## config.mk

```make
export PLATFORM = sky130hd
export DESIGN_NAME = y86_execute_stage_core
export DESIGN_NICKNAME = d
export VERILOG_FILES = /design/src/rtl/y86ex_pkg.sv /design/src/rtl/y86ex_front.sv /design/src/rtl/y86ex_queue.sv /design/src/rtl/y86ex_back.sv /design/src/rtl/y86_execute_stage_core.sv
export SDC_FILE = /design/constraint.sdc
export NUM_CORES = 1
export LEC_CHECK = 0
export ABC_CLOCK_PERIOD_IN_PS = 6500
export BUFFER_PORTS_ARGS = -buffer_cell sky130_fd_sc_hd__buf_2
export CAP_MARGIN = 20
export CORE_ASPECT_RATIO = 1.4
export CORE_MARGIN = 1
export CORE_UTILIZATION = 54
export CTS_CLUSTER_SIZE = 24
export DETAILED_ROUTE_END_ITERATION = 6
export PLACE_DENSITY = 0.83
export SLEW_MARGIN = 15
export SYNTH_ARGS = -nofsm -noshare
export SYNTH_HDL_FRONTEND = slang
export SYNTH_SLANG_ARGS = --single-unit
```

## constraint.sdc

```tcl
create_clock -name clk -period 6.5 [get_ports clk]
set_clock_uncertainty 0.15 [all_clocks]
set_input_delay 1.3 -clock clk [delete_from_list [all_inputs] [get_ports clk]]
set_output_delay 1.3 -clock clk [all_outputs]
set_load 0.02 [all_outputs]
```

## src/rtl/y86ex_pkg.sv

```systemverilog
// ---------------------------------------------------------------------------
// y86ex_pkg
// Types and codes shared by the execute stage front, queue and back.
// ---------------------------------------------------------------------------
`timescale 1ns / 1ps

package y86ex_pkg;

    // Instruction codes
    localparam logic [3:0] KIND_CMOV  = 4'h2;
    localparam logic [3:0] KIND_IRMOV = 4'h3;
    localparam logic [3:0] KIND_RMMOV = 4'h4;
    localparam logic [3:0] KIND_MRMOV = 4'h5;
    localparam logic [3:0] KIND_OP    = 4'h6;
    localparam logic [3:0] KIND_JUMP  = 4'h7;
    localparam logic [3:0] KIND_CALL  = 4'h8;
    localparam logic [3:0] KIND_RET   = 4'h9;
    localparam logic [3:0] KIND_PUSH  = 4'hA;
    localparam logic [3:0] KIND_POP   = 4'hB;
    localparam logic [3:0] KIND_IADD  = 4'hC;

    // Function codes of op
    localparam logic [3:0] FUNC_ADD = 4'h0;
    localparam logic [3:0] FUNC_SUB = 4'h1;
    localparam logic [3:0] FUNC_AND = 4'h2;
    localparam logic [3:0] FUNC_XOR = 4'h3;

    // Condition codes of cmov and jump
    localparam logic [3:0] COND_ALWAYS = 4'h0;
    localparam logic [3:0] COND_LE     = 4'h1;
    localparam logic [3:0] COND_L      = 4'h2;
    localparam logic [3:0] COND_E      = 4'h3;
    localparam logic [3:0] COND_NE     = 4'h4;
    localparam logic [3:0] COND_GE     = 4'h5;
    localparam logic [3:0] COND_G      = 4'h6;

    // Internal ALU selections
    localparam logic [1:0] ALU_ADD = 2'd0;
    localparam logic [1:0] ALU_SUB = 2'd1;
    localparam logic [1:0] ALU_AND = 2'd2;
    localparam logic [1:0] ALU_XOR = 2'd3;

    localparam logic [63:0] STACK_DEC = 64'hFFFF_FFFF_FFFF_FFF8;
    localparam logic [63:0] STACK_INC = 64'h0000_0000_0000_0008;

    typedef struct packed {
        logic [3:0]         kind;
        logic [3:0]         func_code;
        logic signed [63:0] val_a;
        logic signed [63:0] val_b;
        logic signed [63:0] val_c;
    } in_item_t;

    typedef struct packed {
        logic signed [63:0] val_e;
        logic               cond;
        logic               zero_flag;
        logic               sign_flag;
        logic               overflow_flag;
    } out_item_t;

    // Classified request handed from front to back
    typedef struct packed {
        logic [63:0] op_a;
        logic [63:0] op_b;
        logic [1:0]  alu_fn;
        logic        set_cc;
        logic        use_cond;
        logic [3:0]  cond_code;
    } exec_req_t;

endpackage

```

## src/rtl/y86ex_front.sv

```systemverilog
// ---------------------------------------------------------------------------
// y86ex_front
// Accepts requests, picks ALU operands, function and flag use, registers them.
// ---------------------------------------------------------------------------
`timescale 1ns / 1ps

module y86ex_front (
    input  logic                 clk,
    input  logic                 rst_n,
    input  logic                 req_valid,
    output logic                 req_ready,
    input  y86ex_pkg::in_item_t  req_data,
    output logic                 cls_valid,
    input  logic                 cls_ready,
    output y86ex_pkg::exec_req_t cls_data
);

    logic                 valid_reg;
    logic                 valid_next;
    y86ex_pkg::exec_req_t data_reg;
    y86ex_pkg::exec_req_t data_next;
    logic                 take;

    assign req_ready = !valid_reg || cls_ready;
    assign take      = req_valid && req_ready;

    always_comb
    begin
        data_next.op_a      = 64'd0;
        data_next.op_b      = 64'd0;
        data_next.alu_fn    = y86ex_pkg::ALU_ADD;
        data_next.set_cc    = 1'b0;
        data_next.use_cond  = 1'b0;
        data_next.cond_code = req_data.func_code;

        unique case (req_data.kind) inside
            y86ex_pkg::KIND_CMOV, y86ex_pkg::KIND_OP:
            begin
                data_next.op_a = req_data.val_a;
            end
            y86ex_pkg::KIND_IRMOV, y86ex_pkg::KIND_RMMOV,
            y86ex_pkg::KIND_MRMOV, y86ex_pkg::KIND_IADD:
            begin
                data_next.op_a = req_data.val_c;
            end
            y86ex_pkg::KIND_CALL, y86ex_pkg::KIND_PUSH:
            begin
                data_next.op_a = y86ex_pkg::STACK_DEC;
            end
            y86ex_pkg::KIND_RET, y86ex_pkg::KIND_POP:
            begin
                data_next.op_a = y86ex_pkg::STACK_INC;
            end
            default:
            begin
                data_next.op_a = 64'd0;
            end
        endcase

        unique case (req_data.kind) inside
            y86ex_pkg::KIND_RMMOV, y86ex_pkg::KIND_MRMOV, y86ex_pkg::KIND_OP,
            y86ex_pkg::KIND_CALL, y86ex_pkg::KIND_RET, y86ex_pkg::KIND_PUSH,
            y86ex_pkg::KIND_POP, y86ex_pkg::KIND_IADD:
            begin
                data_next.op_b = req_data.val_b;
            end
            default:
            begin
                data_next.op_b = 64'd0;
            end
        endcase

        // Only op takes its ALU function from func_code; unknown codes fall back to add
        if (req_data.kind == y86ex_pkg::KIND_OP)
        begin
            unique case (req_data.func_code)
                y86ex_pkg::FUNC_SUB: data_next.alu_fn = y86ex_pkg::ALU_SUB;
                y86ex_pkg::FUNC_AND: data_next.alu_fn = y86ex_pkg::ALU_AND;
                y86ex_pkg::FUNC_XOR: data_next.alu_fn = y86ex_pkg::ALU_XOR;
                default:             data_next.alu_fn = y86ex_pkg::ALU_ADD;
            endcase
        end

        data_next.set_cc   = (req_data.kind == y86ex_pkg::KIND_OP) ||
                             (req_data.kind == y86ex_pkg::KIND_IADD);
        data_next.use_cond = (req_data.kind == y86ex_pkg::KIND_CMOV) ||
                             (req_data.kind == y86ex_pkg::KIND_JUMP);
    end

    always_comb
    begin
        valid_next = valid_reg;
        if (take)
        begin
            valid_next = 1'b1;
        end
        else if (cls_ready)
        begin
            valid_next = 1'b0;
        end
    end

    always_ff @(posedge clk or negedge rst_n)
    begin
        if (!rst_n)
        begin
            valid_reg <= 1'b0;
        end
        else
        begin
            valid_reg <= valid_next;
        end
    end

    always_ff @(posedge clk)
    begin
        if (take)
        begin
            data_reg <= data_next;
        end
    end

    assign cls_valid = valid_reg;
    assign cls_data  = data_reg;

endmodule

```

## src/rtl/y86ex_queue.sv

```systemverilog
// ---------------------------------------------------------------------------
// y86ex_queue
// Short FIFO of classified requests between front and back.
// ---------------------------------------------------------------------------
`timescale 1ns / 1ps

module y86ex_queue #(
    parameter int DEPTH = 2
) (
    input  logic                 clk,
    input  logic                 rst_n,
    input  logic                 wr_valid,
    output logic                 wr_ready,
    input  y86ex_pkg::exec_req_t wr_data,
    output logic                 rd_valid,
    input  logic                 rd_ready,
    output y86ex_pkg::exec_req_t rd_data
);

    localparam int PTR_W = (DEPTH > 1) ? $clog2(DEPTH) : 1;
    localparam int CNT_W = $clog2(DEPTH + 1);

    y86ex_pkg::exec_req_t slots [DEPTH];
    logic [PTR_W-1:0]     wr_ptr_reg;
    logic [PTR_W-1:0]     wr_ptr_next;
    logic [PTR_W-1:0]     rd_ptr_reg;
    logic [PTR_W-1:0]     rd_ptr_next;
    logic [CNT_W-1:0]     count_reg;
    logic [CNT_W-1:0]     count_next;
    logic                 push;
    logic                 pop;

    assign wr_ready = (count_reg != CNT_W'(DEPTH));
    assign rd_valid = (count_reg != '0);
    assign push     = wr_valid && wr_ready;
    assign pop      = rd_valid && rd_ready;
    assign rd_data  = slots[rd_ptr_reg];

    always_comb
    begin
        wr_ptr_next = wr_ptr_reg;
        rd_ptr_next = rd_ptr_reg;
        count_next  = count_reg;
        if (push)
        begin
            wr_ptr_next = (wr_ptr_reg == PTR_W'(DEPTH - 1)) ? '0 : wr_ptr_reg + 1'b1;
        end
        if (pop)
        begin
            rd_ptr_next = (rd_ptr_reg == PTR_W'(DEPTH - 1)) ? '0 : rd_ptr_reg + 1'b1;
        end
        if (push && !pop)
        begin
            count_next = count_reg + 1'b1;
        end
        else if (pop && !push)
        begin
            count_next = count_reg - 1'b1;
        end
    end

    always_ff @(posedge clk or negedge rst_n)
    begin
        if (!rst_n)
        begin
            wr_ptr_reg <= '0;
            rd_ptr_reg <= '0;
            count_reg  <= '0;
        end
        else
        begin
            wr_ptr_reg <= wr_ptr_next;
            rd_ptr_reg <= rd_ptr_next;
            count_reg  <= count_next;
        end
    end

    always_ff @(posedge clk)
    begin
        if (push)
        begin
            slots[wr_ptr_reg] <= wr_data;
        end
    end

endmodule

```

## src/rtl/y86ex_back.sv

```systemverilog
// ---------------------------------------------------------------------------
// y86ex_back
// ALU, condition code registers, condition evaluation and output register.
// ---------------------------------------------------------------------------
`timescale 1ns / 1ps

module y86ex_back (
    input  logic                 clk,
    input  logic                 rst_n,
    input  logic                 exe_valid,
    output logic                 exe_ready,
    input  y86ex_pkg::exec_req_t exe_data,
    output logic                 rsp_valid,
    input  logic                 rsp_ready,
    output y86ex_pkg::out_item_t rsp_data
);

    logic                 zero_reg;
    logic                 zero_next;
    logic                 sign_reg;
    logic                 sign_next;
    logic                 ovf_reg;
    logic                 ovf_next;
    logic                 valid_reg;
    logic                 valid_next;
    y86ex_pkg::out_item_t data_reg;
    y86ex_pkg::out_item_t data_next;
    logic                 take;
    logic [63:0]          sum;
    logic [63:0]          diff;
    logic [63:0]          result;
    logic                 result_ovf;
    logic                 less;
    logic                 cond_val;

    assign exe_ready = !valid_reg || rsp_ready;
    assign take      = exe_valid && exe_ready;

    assign sum  = exe_data.op_b + exe_data.op_a;
    assign diff = exe_data.op_b - exe_data.op_a;

    always_comb
    begin
        case (exe_data.alu_fn)
            y86ex_pkg::ALU_SUB:
            begin
                result     = diff;
                result_ovf = (exe_data.op_a[63] ^ exe_data.op_b[63]) &
                             (exe_data.op_b[63] ^ diff[63]);
            end
            y86ex_pkg::ALU_AND:
            begin
                result     = exe_data.op_a & exe_data.op_b;
                result_ovf = 1'b0;
            end
            y86ex_pkg::ALU_XOR:
            begin
                result     = exe_data.op_a ^ exe_data.op_b;
                result_ovf = 1'b0;
            end
            default:
            begin
                result     = sum;
                result_ovf = ~(exe_data.op_a[63] ^ exe_data.op_b[63]) &
                             (exe_data.op_a[63] ^ sum[63]);
            end
        endcase
    end

    // Condition reads the flags left by earlier requests
    assign less = sign_reg ^ ovf_reg;

    always_comb
    begin
        cond_val = 1'b1;
        if (exe_data.use_cond)
        begin
            unique case (exe_data.cond_code)
                y86ex_pkg::COND_LE: cond_val = less | zero_reg;
                y86ex_pkg::COND_L:  cond_val = less;
                y86ex_pkg::COND_E:  cond_val = zero_reg;
                y86ex_pkg::COND_NE: cond_val = !zero_reg;
                y86ex_pkg::COND_GE: cond_val = !less;
                y86ex_pkg::COND_G:  cond_val = !less && !zero_reg;
                default:            cond_val = 1'b1;
            endcase
        end
    end

    always_comb
    begin
        zero_next = zero_reg;
        sign_next = sign_reg;
        ovf_next  = ovf_reg;
        if (take && exe_data.set_cc)
        begin
            zero_next = (result == 64'd0);
            sign_next = result[63];
            ovf_next  = result_ovf;
        end

        valid_next = valid_reg;
        if (take)
        begin
            valid_next = 1'b1;
        end
        else if (rsp_ready)
        begin
            valid_next = 1'b0;
        end

        data_next.val_e         = result;
        data_next.cond          = cond_val;
        data_next.zero_flag     = zero_next;
        data_next.sign_flag     = sign_next;
        data_next.overflow_flag = ovf_next;
    end

    always_ff @(posedge clk or negedge rst_n)
    begin
        if (!rst_n)
        begin
            zero_reg  <= 1'b1;
            sign_reg  <= 1'b0;
            ovf_reg   <= 1'b0;
            valid_reg <= 1'b0;
        end
        else
        begin
            zero_reg  <= zero_next;
            sign_reg  <= sign_next;
            ovf_reg   <= ovf_next;
            valid_reg <= valid_next;
        end
    end

    always_ff @(posedge clk)
    begin
        if (take)
        begin
            data_reg <= data_next;
        end
    end

    assign rsp_valid = valid_reg;
    assign rsp_data  = data_reg;

endmodule

```

## src/rtl/y86_execute_stage_core.sv

```systemverilog
// ---------------------------------------------------------------------------
// y86_execute_stage_core
// Y86-64 execute stage with iaddq: ALU, condition codes and condition check.
// ---------------------------------------------------------------------------
// Usage:
//   Request channel (req_valid/req_ready/req_data) takes one instruction per
//   cycle while req_ready is high: instruction code, function code, val_a,
//   val_b and val_c. Response channel (rsp_valid/rsp_ready/rsp_data) returns
//   one response per request, in order: val_e, the condition outcome and the
//   three flags as they stand after that instruction.
//   From request acceptance to response, each request passes through the
//   front register, a queue slot and the back output register.
//   Throughput is one request per cycle while rsp_ready stays high; the
//   flag feedback is a set of one-bit register loops in the back stage, so
//   nothing there limits the rate. Reset clears all valid state and sets
//   the flags to zero=1, sign=0, overflow=0.
//   When the receiver stalls, the output register holds its response, the
//   queue of QUEUE_DEPTH entries fills, and req_ready drops only once the
//   front register and queue are both full.
// ---------------------------------------------------------------------------
`timescale 1ns / 1ps

module y86_execute_stage_core #(
    parameter int QUEUE_DEPTH = 2
) (
    input  logic                 clk,
    input  logic                 rst_n,
    input  logic                 req_valid,
    output logic                 req_ready,
    input  y86ex_pkg::in_item_t  req_data,
    output logic                 rsp_valid,
    input  logic                 rsp_ready,
    output y86ex_pkg::out_item_t rsp_data
);

    logic                 cls_valid;
    logic                 cls_ready;
    y86ex_pkg::exec_req_t cls_data;
    logic                 exe_valid;
    logic                 exe_ready;
    y86ex_pkg::exec_req_t exe_data;

    y86ex_front u_front (
        .clk       (clk),
        .rst_n     (rst_n),
        .req_valid (req_valid),
        .req_ready (req_ready),
        .req_data  (req_data),
        .cls_valid (cls_valid),
        .cls_ready (cls_ready),
        .cls_data  (cls_data)
    );

    y86ex_queue #(
        .DEPTH (QUEUE_DEPTH)
    ) u_queue (
        .clk      (clk),
        .rst_n    (rst_n),
        .wr_valid (cls_valid),
        .wr_ready (cls_ready),
        .wr_data  (cls_data),
        .rd_valid (exe_valid),
        .rd_ready (exe_ready),
        .rd_data  (exe_data)
    );

    y86ex_back u_back (
        .clk       (clk),
        .rst_n     (rst_n),
        .exe_valid (exe_valid),
        .exe_ready (exe_ready),
        .exe_data  (exe_data),
        .rsp_valid (rsp_valid),
        .rsp_ready (rsp_ready),
        .rsp_data  (rsp_data)
    );

endmodule

```

==> run summary <==
Synth Register Bits: 485
Placed cells: 3492
Net Count, Synth: 2870
Commonest non-fill, non-tap cells in the layout: edfxtp_1 (476), buf_2 (273), a21oi_1 (182), buf_4 (177), nor2_1 (173)
Area share of the largest cell type after synthesis: 51.0%
Most common cell after layout, fill and taps aside: edfxtp_1
Critical path's top delay family: simple AND/OR/NAND/NOR gates
CTS tree: yes
Clock buffer count from CTS: 45
Crit start category: register
CP Max Fanout: 13
Boundary Pins: 274
Global-route wire length before repair: 141 mm
Yosys top cell by area: edfxtp_1
Setup ws final: 131 ps
Ant diodes: 0
CP max stage cell: or4b_1
P&R area growth vs syn: 16.6%
Die ar.: 52800 sq um
CP Capture Type: register
Initial Util: 54.8%
WP data required: 6770 ps
Initial DRT Pass Iterations: 6
Dpl ws: -138 ps
Final cycle utilization of the critical path: 98.0%
Final slew viol count: 0
Status: finished clean
Hold-fix buffers at CTS: 0
Vias per cell: 6.63
Iter 0 DRT Violations: 2569
Final WL: 95.7 mm
Gpl congestion: 1.00
Final Hold Vio Count: 0
Ys async rst share: 1.86%
Data arrival time of the worst path: 6640 ps
Syn_area_per_cell: 11.0 sq um
Antenna violations before repair: 2
DP Wirelength: 70.3 mm
Drt drc: 0
Final setup TNS: 0 ps
Via count: 23700
Worst slew margin: 27.0%
Largest net degree at the start of global routing: 137
Max Cap Viol: 0
Die H: 271 um
Unrepaired setup endpoints after global routing: no
Core area: 51100 sq um
Mapped cell area: 28000 sq um
Tightest Pin Transition: 1090 ps
Reg clk slew, reported paths: 80 ps
Hold Path Class: register to register
Total grt overflow: 0
WP buf/inv: 2
Primary FF master, synth: edfxtp_1
# port buffers: 273
H-Tree Level Count: 2
EDFF count, synth: 476
Post-DR wirelength/cell: 26.8 um
Most flops, register: u_queue.slots
Worst skew pair latency: 600 ps
Worst-path cell chain: buf_8 -> mux2_2 -> ha_1 -> nor2_1 -> a211oi_2 -> and4bb_2 -> a311oi_2 -> o2111ai_1 -> a21boi_0 -> or4_1 -> or4b_1 -> nor4_2 -> nand4_1 -> nor4b_2 -> buf_4 -> nand4b_1 -> o31ai_2
Fmax achieved: 0.157 GHz
Max reg flops: 272
Register area share after synthesis: 51.8%
Gr usage total: 35.4%
Die Wd: 194 um
Critical path type: register to register
Clock Tree Buf Depth: 3
Post-synthesis cell type count: 93
R2R Setup Slk: 130 ps
Num Clock Sinks: 485
Root Buffer: clkbuf_16
Post-DRT Antenna Nets: 0
Minimum clock period: 6370 ps
Filler cells: 3976
Nets: 3224
Crit path largest cell delay: 640 ps
Vias in the first global route: 22900
Yosys warns: 0
Top cells by area, synth: edfxtp_1 (51%), ha_1 (5.7%), a21oi_1 (3.3%)
Final setup violation count: 0
Rows: 98
Share of layout cells above drive strength 1: 22.8%
Post-Synthesis Cells: 2536
Fin cells: 3576
==> synthesized netlist by cell type (all sizes together) (14+ instances only) <==
cell type and instances:
or3 24, o21bai 23, or4 15, a221oi 14
or2 15, a21oi 183, o21ai 111, nand2 143
nand3 46, a211oi 34, nor3 54, nand2b 15
o21a 23, clkbuf 114, edfxtp 476, o31ai 50
nor2 178, a21o 27, buf 35, o211ai 36
nor2b 22, nand4 35, a31oi 24, a221o 63
nor4 42, xnor2 14, mux2i 82, mux2 73
ha 128, inv 137, and2 76
==> logic make-up (layout without fill, tap and decap cells) <==
group	after synthesis	count (layout)	share of synthesized area, %
compound gates	761	761	19.2
xor+xnor	19	19	0.594
fa+ha+maj	130	130	5.86
buf+inv	286	676	3.94
mux	155	155	5.91
flops	485	485	51.8
simple gates	700	700	12.6
==> routing by layer <==
layer  routed length [um]  part of all wire [%]  vias up  global-route usage, %
met3                 8020                   8.4      235                   5.13
met5                   13                 0.014        -                      0
met1                40000                    42    11600                   49.3
li1                     -                     -    10500                      -
met2                44200                    46     1361                   56.8
met4                 3520                   3.7        2                   12.5
==> path summary, 6_finish.rpt <==
kind,from,to,depth (start not counted)
hold reg to reg,u_front.cls_data[127],u_queue.slots[1][127],0
min in group asynchronous,rst_n,u_back.rsp_valid,1
max in group asynchronous,rst_n,u_queue.rd_ptr_reg,1
setup reg to reg,u_queue.rd_ptr_reg,u_back.rsp_data[2],17
hold / removal,u_front.cls_data[127],u_queue.slots[1][127],0
setup / recovery,u_queue.rd_ptr_reg,u_back.rsp_data[2],17
==> worst register-to-register path: stages, from the launching register on <==
cell,delay [ps]
dfrtp_4,610
buf_8,220
mux2_2,390
ha_1,440
nor2_1,110
a211oi_2,290
and4bb_2,290
a311oi_2,460
o2111ai_1,160
a21boi_0,190
or4_1,620
or4b_1,640
nor4_2,290
nand4_1,240
nor4b_2,430
buf_4,180
nand4b_1,180
o31ai_2,310
==> cell type report <==
class | count | area (sq um) | area share, %
multi-input cells | 1765 | 12500 | 38.3
well taps | 650 | 813 | 2.49
repair buffers | 456 | 2810 | 8.60
clock inverters | 33 | 342 | 1.05
clock buffers | 50 | 1140 | 3.50
inverters | 137 | 514 | 1.57
flip-flops and latches | 485 | 14500 | 44.5
==> metrics by stage <==
| stage | hold slack (ps) | area [sq um] | util [%] |
|---|---|---|---|
| after floorplan | 271 | 28000 | - |
| after global placement | 272 | 31100 | 60.9 |
| after detailed placement | 280 | 31100 | 60.9 |
| after CTS | 282 | 32600 | 63.8 |
| after global routing | 292 | 32700 | 63.9 |
| final | 285 | 32700 | 63.9 |
==> repair_timing <==
action | CTS | global route
resized for setup | 2 | 11
buffers inserted | 0 | 1
setup endpoints to repair | 2 | 6
hold endpoints to repair | 0 | 0
pin swaps | 0 | 0
Power is left out: the tool's default activity adds up to more than one toggle a clock period on the data nets, which glitch-free logic cannot reach.
